## src/descriptor_slot_allocator_defines.svh

```systemverilog
// ----------------------------------------------------------------------------
// descriptor_slot_allocator_defines
// Assertion macros of the descriptor slot allocator, used by dsa_ctrl.
// ----------------------------------------------------------------------------
`ifndef DESCRIPTOR_SLOT_ALLOCATOR_DEFINES_SVH
`define DESCRIPTOR_SLOT_ALLOCATOR_DEFINES_SVH

// same-cycle implication, checked outside reset
`define DSA_ASSERT_NOW(label, ante, cons, msg) \
  label: assert property (@(posedge clk) disable iff (rst) (ante) |-> (cons)) \
    else $error(msg);

// next-cycle implication, checked outside reset
`define DSA_ASSERT_NEXT(label, ante, cons, msg) \
  label: assert property (@(posedge clk) disable iff (rst) (ante) |=> (cons)) \
    else $error(msg);

`endif

```

## src/dsa_pkg.sv

```systemverilog
// ----------------------------------------------------------------------------
// dsa_pkg
// Shared types and constants of the descriptor slot allocator.
// ----------------------------------------------------------------------------
`default_nettype none

package dsa_pkg;

  localparam int NUM_SLOTS_DEF = 1024;
  localparam int WORD_BITS_DEF = 64;
  localparam int ACTION_W      = 3;
  localparam int SLOT_W        = 10;
  localparam int STATUS_W      = 2;
  localparam int RELEASED_W    = 11;

  typedef enum logic [ACTION_W-1:0] {
    ACT_ALLOC    = 3'd0,
    ACT_FREE     = 3'd1,
    ACT_CLAIM    = 3'd2,
    ACT_SET_FLAG = 3'd3,
    ACT_GET_FLAG = 3'd4,
    ACT_SWEEP    = 3'd5
  } action_t;

  typedef enum logic [STATUS_W-1:0] {
    ST_OK     = 2'd0,
    ST_INVAL  = 2'd1,
    ST_FULL   = 2'd2,
    ST_UNUSED = 2'd3
  } status_t;

  typedef enum logic [2:0] {
    S_CLEAR,
    S_IDLE,
    S_DIV,
    S_SPLIT,
    S_OP,
    S_SEARCH,
    S_SWEEP,
    S_RESP
  } state_t;

  typedef struct packed {
    status_t                 status;
    logic [SLOT_W-1:0]       slot_out;
    logic                    flag_out;
    logic [RELEASED_W-1:0]   released;
  } res_t;

endpackage

`default_nettype wire

```

## src/descriptor_slot_allocator.sv

```systemverilog
// ----------------------------------------------------------------------------
// descriptor_slot_allocator
// Lowest-free-slot descriptor allocator (at or above the requested slot)
// over an in-use bitmap and a close-on-exec bitmap, in word-wide RAMs.
//
//   channel  signals                         direction  beat
//   in       in_valid in_ready               sink       action slot flag
//   out      out_valid out_ready             source     status slot_out
//                                                       flag_out released
//
// a bad action or slot is answered without a RAM access; free, claim, set
//   flag and get flag read one word, allocate reads words until one has a
//   free slot, sweep reads every word; one RAM read-modify-write per word
// one action in flight; the next is taken once the result enters the output
//   register, which holds it while out_ready is low
// after reset both RAMs are cleared one word per cycle (NUM_WORDS words,
//   16 at defaults) with in_ready low
// ----------------------------------------------------------------------------
`default_nettype none

module descriptor_slot_allocator
  import dsa_pkg::*;
#(
  parameter int NUM_SLOTS = NUM_SLOTS_DEF,
  parameter int WORD_BITS = WORD_BITS_DEF
) (
  input  wire logic                  clk,
  input  wire logic                  rst,
  input  wire logic                  in_valid,
  output logic                       in_ready,
  input  wire logic [ACTION_W-1:0]   action,
  input  wire logic [SLOT_W-1:0]     slot,
  input  wire logic                  flag,
  output logic                       out_valid,
  input  wire logic                  out_ready,
  output logic [STATUS_W-1:0]        status,
  output logic [SLOT_W-1:0]          slot_out,
  output logic                       flag_out,
  output logic [RELEASED_W-1:0]      released
);

  localparam int NUM_WORDS = (NUM_SLOTS + WORD_BITS - 1) / WORD_BITS;
  localparam int AW = (NUM_WORDS > 1) ? $clog2(NUM_WORDS) : 1;

  logic                 res_room;
  logic                 res_push;
  res_t                 res;
  res_t                 out_res;
  logic                 rd_en;
  logic [AW-1:0]        rd_addr;
  logic [WORD_BITS-1:0] rd_use;
  logic [WORD_BITS-1:0] rd_exec;
  logic                 wr_en;
  logic [AW-1:0]        wr_addr;
  logic [WORD_BITS-1:0] wr_use;
  logic [WORD_BITS-1:0] wr_exec;

  dsa_ctrl #(
    .NUM_SLOTS (NUM_SLOTS),
    .WORD_BITS (WORD_BITS)
  ) u_ctrl (
    .clk      (clk),
    .rst      (rst),
    .in_valid (in_valid),
    .in_ready (in_ready),
    .action   (action),
    .slot     (slot),
    .flag     (flag),
    .res_room (res_room),
    .res_push (res_push),
    .res      (res),
    .rd_en    (rd_en),
    .rd_addr  (rd_addr),
    .rd_use   (rd_use),
    .rd_exec  (rd_exec),
    .wr_en    (wr_en),
    .wr_addr  (wr_addr),
    .wr_use   (wr_use),
    .wr_exec  (wr_exec)
  );

  // in-use bitmap
  dsa_ram #(
    .WIDTH (WORD_BITS),
    .DEPTH (NUM_WORDS)
  ) u_use_ram (
    .clk     (clk),
    .wr_en   (wr_en),
    .wr_addr (wr_addr),
    .wr_data (wr_use),
    .rd_en   (rd_en),
    .rd_addr (rd_addr),
    .rd_data (rd_use)
  );

  // close-on-exec bitmap
  dsa_ram #(
    .WIDTH (WORD_BITS),
    .DEPTH (NUM_WORDS)
  ) u_exec_ram (
    .clk     (clk),
    .wr_en   (wr_en),
    .wr_addr (wr_addr),
    .wr_data (wr_exec),
    .rd_en   (rd_en),
    .rd_addr (rd_addr),
    .rd_data (rd_exec)
  );

  // output register
  assign res_room = !out_valid || out_ready;

  always_ff @(posedge clk) begin
    if (rst) begin
      out_valid <= 1'b0;
    end else if (res_push) begin
      out_valid <= 1'b1;
    end else if (out_ready) begin
      out_valid <= 1'b0;
    end
  end

  always_ff @(posedge clk) begin
    if (res_push) begin
      out_res <= res;
    end
  end

  assign status   = out_res.status;
  assign slot_out = out_res.slot_out;
  assign flag_out = out_res.flag_out;
  assign released = out_res.released;

endmodule

`default_nettype wire

```

## src/dsa_ram.sv

```systemverilog
// ----------------------------------------------------------------------------
// dsa_ram
// Generic single-write, single-read RAM with a registered read port.
// ----------------------------------------------------------------------------
`default_nettype none

module dsa_ram #(
  parameter int WIDTH = 64,
  parameter int DEPTH = 16,
  localparam int AW = (DEPTH > 1) ? $clog2(DEPTH) : 1
) (
  input  wire logic             clk,
  input  wire logic             wr_en,
  input  wire logic [AW-1:0]    wr_addr,
  input  wire logic [WIDTH-1:0] wr_data,
  input  wire logic             rd_en,
  input  wire logic [AW-1:0]    rd_addr,
  output logic      [WIDTH-1:0] rd_data
);

  logic [WIDTH-1:0] mem [DEPTH];

  always_ff @(posedge clk) begin
    if (wr_en) begin
      mem[wr_addr] <= wr_data;
    end
    if (rd_en) begin
      rd_data <= mem[rd_addr];
    end
  end

endmodule

`default_nettype wire

```

## src/dsa_ctrl.sv

```systemverilog
// ----------------------------------------------------------------------------
// dsa_ctrl
// Action sequencer: splits the slot into word and bit, then reads, modifies
// and writes back the in-use and close-on-exec words, walking words for
// allocate and sweep.
// ----------------------------------------------------------------------------
`default_nettype none

`include "descriptor_slot_allocator_defines.svh"

module dsa_ctrl
  import dsa_pkg::*;
#(
  parameter int NUM_SLOTS = NUM_SLOTS_DEF,
  parameter int WORD_BITS = WORD_BITS_DEF,
  localparam int NUM_WORDS = (NUM_SLOTS + WORD_BITS - 1) / WORD_BITS,
  localparam int AW = (NUM_WORDS > 1) ? $clog2(NUM_WORDS) : 1
) (
  input  wire logic                 clk,
  input  wire logic                 rst,
  input  wire logic                 in_valid,
  output logic                      in_ready,
  input  wire logic [ACTION_W-1:0]  action,
  input  wire logic [SLOT_W-1:0]    slot,
  input  wire logic                 flag,
  input  wire logic                 res_room,
  output logic                      res_push,
  output res_t                      res,
  output logic                      rd_en,
  output logic [AW-1:0]             rd_addr,
  input  wire logic [WORD_BITS-1:0] rd_use,
  input  wire logic [WORD_BITS-1:0] rd_exec,
  output logic                      wr_en,
  output logic [AW-1:0]             wr_addr,
  output logic [WORD_BITS-1:0]      wr_use,
  output logic [WORD_BITS-1:0]      wr_exec
);

  localparam int BW = $clog2(WORD_BITS);
  localparam int PW = $clog2(WORD_BITS + 1);
  localparam int CW = $clog2(NUM_SLOTS + 1);
  localparam int IW = (CW > SLOT_W) ? CW : SLOT_W;
  localparam int RECIP = (1 << IW) / WORD_BITS;
  localparam int LAST_WORD = NUM_WORDS - 1;
  localparam int LAST_VALID = NUM_SLOTS - (NUM_WORDS - 1) * WORD_BITS;

  function automatic logic [WORD_BITS-1:0] tail_mask_f();
    logic [WORD_BITS-1:0] m;
    for (int i = 0; i < WORD_BITS; i++) begin
      m[i] = (i >= LAST_VALID);
    end
    return m;
  endfunction

  localparam logic [WORD_BITS-1:0] TAIL_MASK = tail_mask_f();

  state_t                  state, state_next;
  logic [ACTION_W-1:0]     act, act_next;
  logic [IW-1:0]           slot_i, slot_i_next;
  logic                    flg, flg_next;
  logic [IW-1:0]           quo, quo_next;
  logic [AW-1:0]           word, word_next;
  logic [BW-1:0]           bitx, bitx_next;
  logic [WORD_BITS-1:0]    below, below_next;
  logic [IW-1:0]           base, base_next;
  logic [RELEASED_W-1:0]   cnt, cnt_next;
  res_t                    res_next;

  logic [2*IW-1:0]         prod;
  logic [IW-1:0]           quo_wb;
  logic [IW-1:0]           rem;
  logic                    rem_over;
  logic [IW-1:0]           word_q;
  logic [IW-1:0]           bit_r;
  logic                    in_range;
  logic [WORD_BITS-1:0]    below_c;
  logic [WORD_BITS-1:0]    srch_m;
  logic [BW-1:0]           lz;
  logic [WORD_BITS-1:0]    lz_mask;
  logic [IW-1:0]           found;
  logic [WORD_BITS-1:0]    bm;
  logic                    hit;
  logic [PW-1:0]           pop;
  logic [RELEASED_W-1:0]   cnt_sum;
  logic                    last_word;

  // slot split by reciprocal multiply, one correction step
  assign prod     = (2*IW)'(slot_i) * (2*IW)'(RECIP);
  assign quo_wb   = quo * IW'(WORD_BITS);
  assign rem      = slot_i - quo_wb;
  assign rem_over = (rem >= IW'(WORD_BITS));
  assign word_q   = rem_over ? quo + IW'(1) : quo;
  assign bit_r    = rem_over ? rem - IW'(WORD_BITS) : rem;
  assign in_range = (slot_i < IW'(NUM_SLOTS));

  assign last_word = (word == AW'(LAST_WORD));
  assign srch_m    = rd_use | below | (last_word ? TAIL_MASK : '0);
  assign lz_mask   = WORD_BITS'(1) << lz;
  assign found     = base + IW'(lz);
  assign bm        = WORD_BITS'(1) << bitx;
  assign hit       = rd_use[bitx];
  assign cnt_sum   = cnt + RELEASED_W'(pop);

  always_comb begin
    for (int i = 0; i < WORD_BITS; i++) begin
      below_c[i] = (i < int'(bit_r));
    end
  end

  // lowest zero of the search word
  always_comb begin
    lz = '0;
    for (int i = WORD_BITS - 1; i >= 0; i--) begin
      if (!srch_m[i]) begin
        lz = BW'(i);
      end
    end
  end

  always_comb begin
    pop = '0;
    for (int i = 0; i < WORD_BITS; i++) begin
      pop = pop + PW'(rd_exec[i]);
    end
  end

  always_ff @(posedge clk) begin
    if (rst) begin
      state <= S_CLEAR;
      word  <= '0;
    end else begin
      state <= state_next;
      word  <= word_next;
    end
  end

  always_ff @(posedge clk) begin
    act    <= act_next;
    slot_i <= slot_i_next;
    flg    <= flg_next;
    quo    <= quo_next;
    bitx   <= bitx_next;
    below  <= below_next;
    base   <= base_next;
    cnt    <= cnt_next;
    res    <= res_next;
  end

  always_comb begin
    state_next  = state;
    act_next    = act;
    slot_i_next = slot_i;
    flg_next    = flg;
    quo_next    = quo;
    word_next   = word;
    bitx_next   = bitx;
    below_next  = below;
    base_next   = base;
    cnt_next    = cnt;
    res_next    = res;
    in_ready    = 1'b0;
    res_push    = 1'b0;
    rd_en       = 1'b0;
    rd_addr     = word;
    wr_en       = 1'b0;
    wr_addr     = word;
    wr_use      = rd_use;
    wr_exec     = rd_exec;

    unique case (state)
      S_CLEAR: begin
        wr_en   = 1'b1;
        wr_use  = '0;
        wr_exec = '0;
        if (last_word) begin
          word_next  = '0;
          state_next = S_IDLE;
        end else begin
          word_next = word + AW'(1);
        end
      end

      S_IDLE: begin
        in_ready = 1'b1;
        if (in_valid) begin
          act_next    = action;
          slot_i_next = IW'(slot);
          flg_next    = flag;
          state_next  = S_DIV;
        end
      end

      S_DIV: begin
        quo_next   = prod[2*IW-1:IW];
        state_next = S_SPLIT;
      end

      S_SPLIT: begin
        res_next.status   = ST_OK;
        res_next.slot_out = slot_i[SLOT_W-1:0];
        res_next.flag_out = 1'b0;
        res_next.released = '0;
        priority if (act == ACT_SWEEP) begin
          res_next.slot_out = '0;
          word_next  = '0;
          cnt_next   = '0;
          rd_en      = 1'b1;
          rd_addr    = '0;
          state_next = S_SWEEP;
        end else if (act > ACT_SWEEP) begin
          res_next.status   = ST_INVAL;
          res_next.slot_out = '0;
          state_next        = S_RESP;
        end else if (!in_range) begin
          res_next.status = ST_INVAL;
          state_next      = S_RESP;
        end else begin
          word_next  = word_q[AW-1:0];
          bitx_next  = bit_r[BW-1:0];
          below_next = below_c;
          base_next  = slot_i - bit_r;
          rd_en      = 1'b1;
          rd_addr    = word_q[AW-1:0];
          state_next = (act == ACT_ALLOC) ? S_SEARCH : S_OP;
        end
      end

      S_SEARCH: begin
        priority if (srch_m != '1) begin
          wr_en             = 1'b1;
          wr_use            = rd_use | lz_mask;
          wr_exec           = rd_exec & ~lz_mask;
          res_next.slot_out = found[SLOT_W-1:0];
          state_next        = S_RESP;
        end else if (last_word) begin
          res_next.status = ST_FULL;
          state_next      = S_RESP;
        end else begin
          word_next  = word + AW'(1);
          base_next  = base + IW'(WORD_BITS);
          below_next = '0;
          rd_en      = 1'b1;
          rd_addr    = word + AW'(1);
        end
      end

      S_OP: begin
        state_next = S_RESP;
        priority if (act == ACT_CLAIM) begin
          res_next.flag_out = hit;
          wr_en             = 1'b1;
          wr_use            = rd_use | bm;
          wr_exec           = rd_exec & ~bm;
        end else if (!hit) begin
          res_next.status = ST_UNUSED;
        end else if (act == ACT_FREE) begin
          wr_en   = 1'b1;
          wr_use  = rd_use & ~bm;
          wr_exec = rd_exec & ~bm;
        end else if (act == ACT_SET_FLAG) begin
          wr_en   = 1'b1;
          wr_exec = flg ? (rd_exec | bm) : (rd_exec & ~bm);
        end else begin
          res_next.flag_out = rd_exec[bitx];
        end
      end

      S_SWEEP: begin
        wr_en   = 1'b1;
        wr_use  = rd_use & ~rd_exec;
        wr_exec = '0;
        if (last_word) begin
          res_next.released = cnt_sum;
          state_next        = S_RESP;
        end else begin
          cnt_next  = cnt_sum;
          word_next = word + AW'(1);
          rd_en     = 1'b1;
          rd_addr   = word + AW'(1);
        end
      end

      S_RESP: begin
        res_push = res_room;
        if (res_room) begin
          state_next = S_IDLE;
        end
      end
    endcase
  end

  `DSA_ASSERT_NOW(a_no_rw_collide, rd_en && wr_en, rd_addr != wr_addr, "read and write hit one word")
  `DSA_ASSERT_NOW(a_push_has_room, res_push, res_room, "result pushed into a full output stage")
  `DSA_ASSERT_NOW(a_full_only_alloc, res_push && res.status == ST_FULL, act == ACT_ALLOC, "no-free-slot status outside allocate")
  `DSA_ASSERT_NOW(a_released_sweep, res_push && res.released != '0, act == ACT_SWEEP, "release count outside sweep")
  `DSA_ASSERT_NEXT(a_ready_after_push, res_push, in_ready, "not ready after a result")

endmodule

`default_nettype wire
```

## config.mk

```make
export PLATFORM = sky130hd
export DESIGN_NAME = descriptor_slot_allocator
export DESIGN_NICKNAME = d
export VERILOG_FILES = /design/src/dsa_pkg.sv /design/src/descriptor_slot_allocator.sv /design/src/dsa_ram.sv /design/src/dsa_ctrl.sv
export VERILOG_INCLUDE_DIRS = /design/src /design/src/src
export SDC_FILE = /design/constraint.sdc
export NUM_CORES = 2
export LEC_CHECK = 0
export ABC_AREA = 1
export ABC_CLOCK_PERIOD_IN_PS = 11100
export CAP_MARGIN = 10
export CORE_ASPECT_RATIO = 0.9
export CORE_MARGIN = 5
export CORE_UTILIZATION = 50
export DETAILED_ROUTE_END_ITERATION = 8
export DONT_BUFFER_PORTS = 1
export PLACE_DENSITY_LB_ADDON = 0.08
export SLEW_MARGIN = 25
export SYNTH_ARGS = -nofsm -noshare
export SYNTH_HDL_FRONTEND = slang
export SYNTH_SLANG_ARGS = --single-unit
```

## constraint.sdc

```tcl
create_clock -name clk -period 11.1 [get_ports clk]
set_input_delay 2.775 -clock clk [delete_from_list [all_inputs] [get_ports clk]]
set_output_delay 2.775 -clock clk [all_outputs]
set_load 0.02 [all_outputs]
```

Word-level counts from Yosys, hierarchy flattened
Memory sizes are Yosys's and may differ from the RTL's. A register that Yosys moved wholly into a read port is not among the register bits. Cells that the tools add are included.

$add $sub $neg: 71. $lt $le $gt $ge: 68. Equality and inequality tests: 31. Shift-type cells: 2. Muxes and demuxes: 152. Bitwise operators: 13. Reductions and logical operators: 20.

Operators with widths (count): $mux W64 (15); $add A7 B1 Y7 (62); $mux W6 (64); $lt A6 B11 Y1 const A (32); $and A64 B64 Y64 (4); $or A64 B64 Y64 (4); $pmux W64 S4 (1); $not A64 Y64 (3); $pmux W64 S3 (1); $lt A5 B11 Y1 const A (16); $pmux W64 S2 (1); $shl A1 B6 Y64 const A (2); $mux W11 (9); $lt A4 B11 Y1 const A (8); $pmux W11 S2 (3); $ne A64 B64 Y1 const B (1); $lt A3 B11 Y1 const A (4); $mux W10 (3); $mux W4 (7); $mux W1 (24); $mux W3 (8); $pmux W3 S8 (1); $lt A1 B11 Y1 const A (2); $lt A2 B11 Y1 const A (2); other kinds (41) (80).

Register bits after elaboration: 166. Memory bits (writable): 2048. Input bits: 18. Output and inout port bits: 26. Memories kept: 2.

Memories: u_exec_ram.mem (depth 16, bits a word 64, read ports 1, clocked after memory_dff 1, write ports 1, RTL line dsa_ram.sv:21) `logic [WIDTH-1:0] mem [DEPTH];`; u_use_ram.mem (depth 16, bits a word 64, read ports 1, clocked after memory_dff 1, write ports 1, RTL line dsa_ram.sv:21).

Longest topological paths before layout
Depth after elaboration: 70. Depth in mapped cells: 71. Gate-level depth less buffers: 71.

Cells and area by module
Synthesis repeated with hierarchy kept, for this count alone.

Cells, all modules: 11332. Area, all modules: 111060.3 um^2.

Modules (own cells, without submodules): dsa_ram (times used 2, cells an instance 4210, area an instance 45926.5 um^2, seq. area each 32671.3 um^2); dsa_ctrl (times used 1, cells an instance 2883, area an instance 18443.9 um^2, seq. area each 3953.8 um^2); descriptor_slot_allocator (times used 1, cells an instance 29, area an instance 763.2 um^2, seq. area each 740.7 um^2).

Worst setup path after synthesis
Ideal clock, no wire load.

Path kind: flip-flop to flip-flop. Start: reg u_use_ram.rd_data[0], read port of u_use_ram.mem. End: reg u_exec_ram.rd_data[0], read port of u_exec_ram.mem (enable). Library setup time: 0.669 ns. Data arrival time: 7.808 ns. Required time: 10.431 ns. Setup slack: 2.623 ns. Cell stages (with the launch flop): 11. Path buffers: 0. Period minus slack after synthesis: 8.477 ns. Path through: edfxtp_1 > nor2_1 > nor2_1 > nand2_1 > nor2_1 > nand2_1 > nor3_1 > clkinv_1 > nor2_1 > inv_1 > o221ai_1.

Word-level cells in the longest chain between the ends: 4. Elaborated cells between the ends (all ways): 6.

Ends and longest elaborated chain: start: declaration (RTL line dsa_ram.sv:18) `output logic [WIDTH-1:0] rd_data`; $or A64 B64 Y64 (RTL line dsa_ctrl.sv:97) `assign srch_m = rd_use | below | (last_word ? TAIL_MASK : '0);`; $ne A64 B64 Y1 (RTL line dsa_ctrl.sv:229) `priority if (srch_m != '1) begin`; $mux W1 (RTL line dsa_ctrl.sv:229); $pmux W1 S3 (RTL line dsa_ctrl.sv:170) `unique case (state)`; named net rd_en (RTL line descriptor_slot_allocator.sv:49) `logic rd_en;`; end: declaration (RTL line dsa_ram.sv:18).

The timed path passes the listed nets, and every way through them passes these cells. A chain may end at the register's enable or synchronous reset.

Worst setup path in the final report
Start: reg u_exec_ram.rd_data[48], read port of u_exec_ram.mem. End: reg u_ctrl.cnt[9], data pin.

Word-level cells in the longest chain between the ends: 19.

Ends and longest elaborated chain: $add A7 B1 Y7 (16 in series) (RTL line dsa_ctrl.sv:123) `pop = pop + PW'(rd_exec[i]);`; $add A11 B7 Y11 (RTL line dsa_ctrl.sv:102) `assign cnt_sum = cnt + RELEASED_W'(pop);`; $mux W11 (RTL line dsa_ctrl.sv:272) `if (last_word) begin`; $pmux W11 S2 (RTL line dsa_ctrl.sv:170); named net u_ctrl.cnt_next[9] (RTL line dsa_ctrl.sv:66) `logic [RELEASED_W-1:0] cnt, cnt_next;`; end signal: assignment (RTL line dsa_ctrl.sv:145) `cnt <= cnt_next;`; end: declaration (RTL line dsa_ctrl.sv:66).

The timed path passes the listed nets, and every way through them passes these cells. The select of a mux whose other input is x is not followed.

==> flow_summary.ini <==
[power]
finalPower_w = 0.0190
power_density_nw_per_um2 = 169
p_sw_w = 0.00443
ir_worst_vdd_mv = 0.136
pwr-share-seq_pct = 51.8
p_int_w = 0.0145
p_leak_nw = 37.2
switching_share_pct = 23.4
pwr-share-comb_pct = 6.9
clockPowerShare_pct = 41.3

[synth]
ys.flop_type = edfxtp_1
synthTopCellsByArea = edfxtp_1, o21ai_0, nor2_1
syn_nets = 8765
synth_area_leader_cell = edfxtp_1
synth_async_sr_flop_share_pct = 0
syn_inst = 8649
synth_edf_count = 2327
ys_types = 54
postSynthAreaPerCell_um2 = 11.7
ys_seq_area_share_pct = 69.1
yosys_warnings = 0
syn_area_um2 = 101000
synth_top_area_share_pct = 68.9
synth-seq-cells = 2335

[global_routing]
met3_usage_pct = 7.60
grt_pass1_wl_um = 495000
grt_util_met1_pct = 45.7
antenna_found_initial = 9
busiest_layer = met2
grt_max_degree = 179
met2_usage_pct = 46.8
grt_pass1_vias = 69200
grt_usage_pct = 31.6
grt-ovfl-total = 0

[route]
num_vias = 74500
drt_wl_total_um = 346000
remaining_drc_errors = 1
dr.pass1.iters = 9
drt_iter0_drc = 10900
ant_nets = 0
routedWlPerCell_um = 30.5
via_per_inst = 6.55

[critical_path]
setup.worst_path.start = u_exec_ram.rd_data[48]
worstPathArrival_ps = 8610
startpoint_type = register
endpoint_kind = register
worst_path_most_repeated_cell = fa_1
critPathSlowestCell = fa_1
reg2reg_from = u_exec_ram.rd_data[48]
critPathMaxFanout = 7
cp.required_ps = 11670
critical_path_class = register to register
slowest_delay_ps = 590

[final_layout]
final_cells = 11400
finalInstanceArea_um2 = 113000
finalNetCount = 8600
syn_to_final_growth_pct = 11.0
drive_above_1_share_pct = 8.62

[timing]
setup_viol = 0
tightest_slew_ps = 1190
max_slew_margin_pct = 18.8
period_needed_ps = 8040
hold_violations = 0
rsz0062_at_grt = no
clock_skew_ps = 43.0
tns_ps = 0
fmaxAchievable_ghz = 0.124
post-route-period-util_pct = 72.4
slew_viol_final = 0

[placement]
dp.cells = 10900
place.gp.congestion = 1.01
placed_cell_area_um2 = 105000
hpwl_um = 187000
io_buffers = 0

[clock_network]
cts_max_path_buffers = 3
cts_tree = done
cts.reportedPaths.clkPinSlew_ps = 70
clk_latency_ps = 870
cts_hold_buffers = 0
cts-root-buf = clkbuf_16
numCtsBuffers = 228
cts_sinks = 2335
cts_resized = 0
postCtsSetupBuffers = 0
htreeDepth = 4

[worst_hold_path]
hp-class = register to register
min_from = u_ctrl.res[17]

[floorplan]
die_area_um2 = 212000
initial_utilization_pct = 50.4
core_area_um2 = 201000
rows = 156
ios = 44
dieWidth_um = 485
die_y_um = 437

[flow_run]
drv_cap = 0

[run_status]
outcome = finished, violations left
violations = design-rule violations
==> area by class of cell <==
class                   count  area, um2
fillers                 16700      88700
flip-flops and latches   2335      70000
multi-input cells        5234      27800
clock buffers             256       5870
well taps                2686       3360
repair buffers            211       1930
inverters                 474       1810
clock inverters           170       1660
diodes                      7       17.5
==> layer usage <==
metal | routed length, um | part of all wire, % | vias up
met1 | 141000 | 41 | 37200
met4 | 14100 | 4.1 | 4
met5 | 22 | 0.0064 | -
met2 | 151000 | 43 | 4746
li1 | - | - | 31600
met3 | 40500 | 12 | 928
==> placed cells by master, fill, tap and decap left out, types with 31 or more instances in the layout <==
cell type  synthesis  routed
a21oi_2           24     100
edfxtp_1        2327    2327
a21oi_1          259     176
a211oi_1          69      69
o32ai_1           31      31
ha_1              41      41
nand2_1          470     469
o211ai_1         117     117
nor3_1           105     105
nor2_1          1590    1566
fa_1              57      56
o311ai_0          37      37
o221ai_1         148     147
inv_1            459     455
nand3_1          215     214
o22ai_1          507     507
clkinv_1           9      55
o21ai_0         1407    1407
buf_4              2     179
clkinv_2           0      59
clkbuf_16          0     231
==> power by group through the flow <==
stage | combinational [W] | sequential [W] | clock [W]
6_report | 0.00132 | 0.00983 | 0.00783
5_1_grt | 0.00142 | 0.00983 | 0.00831
4_1_cts | 0.00131 | 0.00983 | 0.00794
3_5_place_dp | 0.00130 | 0.0100 | 0
3_3_place_gp | 0.00130 | 0.0100 | 0
2_1_floorplan | 0.000800 | 0.0100 | 0
==> cells by family after synthesis <==
| family | after synthesis | share of synthesized area (%) |
|---|---|---|
| AO/OA/AOI/OAI | 2687 | 15.5 |
| AND/OR/NAND/NOR | 2433 | 9.61 |
| flip-flops | 2335 | 69.1 |
| buffers and inverters | 1080 | 4.03 |
| adder cells (fa/ha/maj) | 98 | 1.63 |
| XOR/XNOR | 15 | 0.130 |
| other | 1 | 0.00370 |
==> synthesized netlist by cell type, drive strengths merged (69+ instances only) <==
cell,n
edfxtp,2327
nor2,1606
o21ai,1408
clkbuf,547
o22ai,507
nand2,473
inv,465
a21oi,283
nand3,223
o221ai,148
o211ai,117
nor3,105
a211oi,69
==> stage by stage <==
| step | hold slack (ps) | worst slack, ps | util (%) |
|---|---|---|---|
| 4_1_cts | 418 | 3160 | 55.9 |
| 3_5_place_dp | 411 | 3160 | 52.1 |
| 6_report | 422 | 3060 | 55.9 |
| 3_3_place_gp | 401 | 2960 | 52.0 |
| 5_1_grt | 437 | 2640 | 55.9 |
| 2_1_floorplan | 400 | 2620 | - |
==> final timing paths <==
check	end	slack, ps	cells after the start
max	u_ctrl.cnt[9]	3060	28
min	slot_out[5]	420	0
max reg2reg	u_ctrl.cnt[9]	3060	28
min reg2reg	slot_out[5]	420	0
==> worst max-delay path, delay by kind of cell (launching register included) <==
family | cells | cell delay [ps]
adder cells (fa/ha/maj) | 11 | 5280
buffers and inverters | 5 | 260
flip-flops | 1 | 570
AO/OA/AOI/OAI | 5 | 780
XOR/XNOR | 1 | 370
AND/OR/NAND/NOR | 6 | 490
==> state kept, by name, summed over array words and instances, names as in the netlist, 6 cells and up <==
name,flops
u_exec_ram.rd_data,64
u_ctrl.res,24
u_ctrl.slot_i,10
u_ctrl.bitx,6
u_use_ram.rd_data,64
released,11
u_exec_ram.mem,1024
u_use_ram.mem,1024
u_ctrl.cnt,11
u_ctrl.below,64
slot_out,10
No activity file was read; power rests on OpenSTA's default activity.
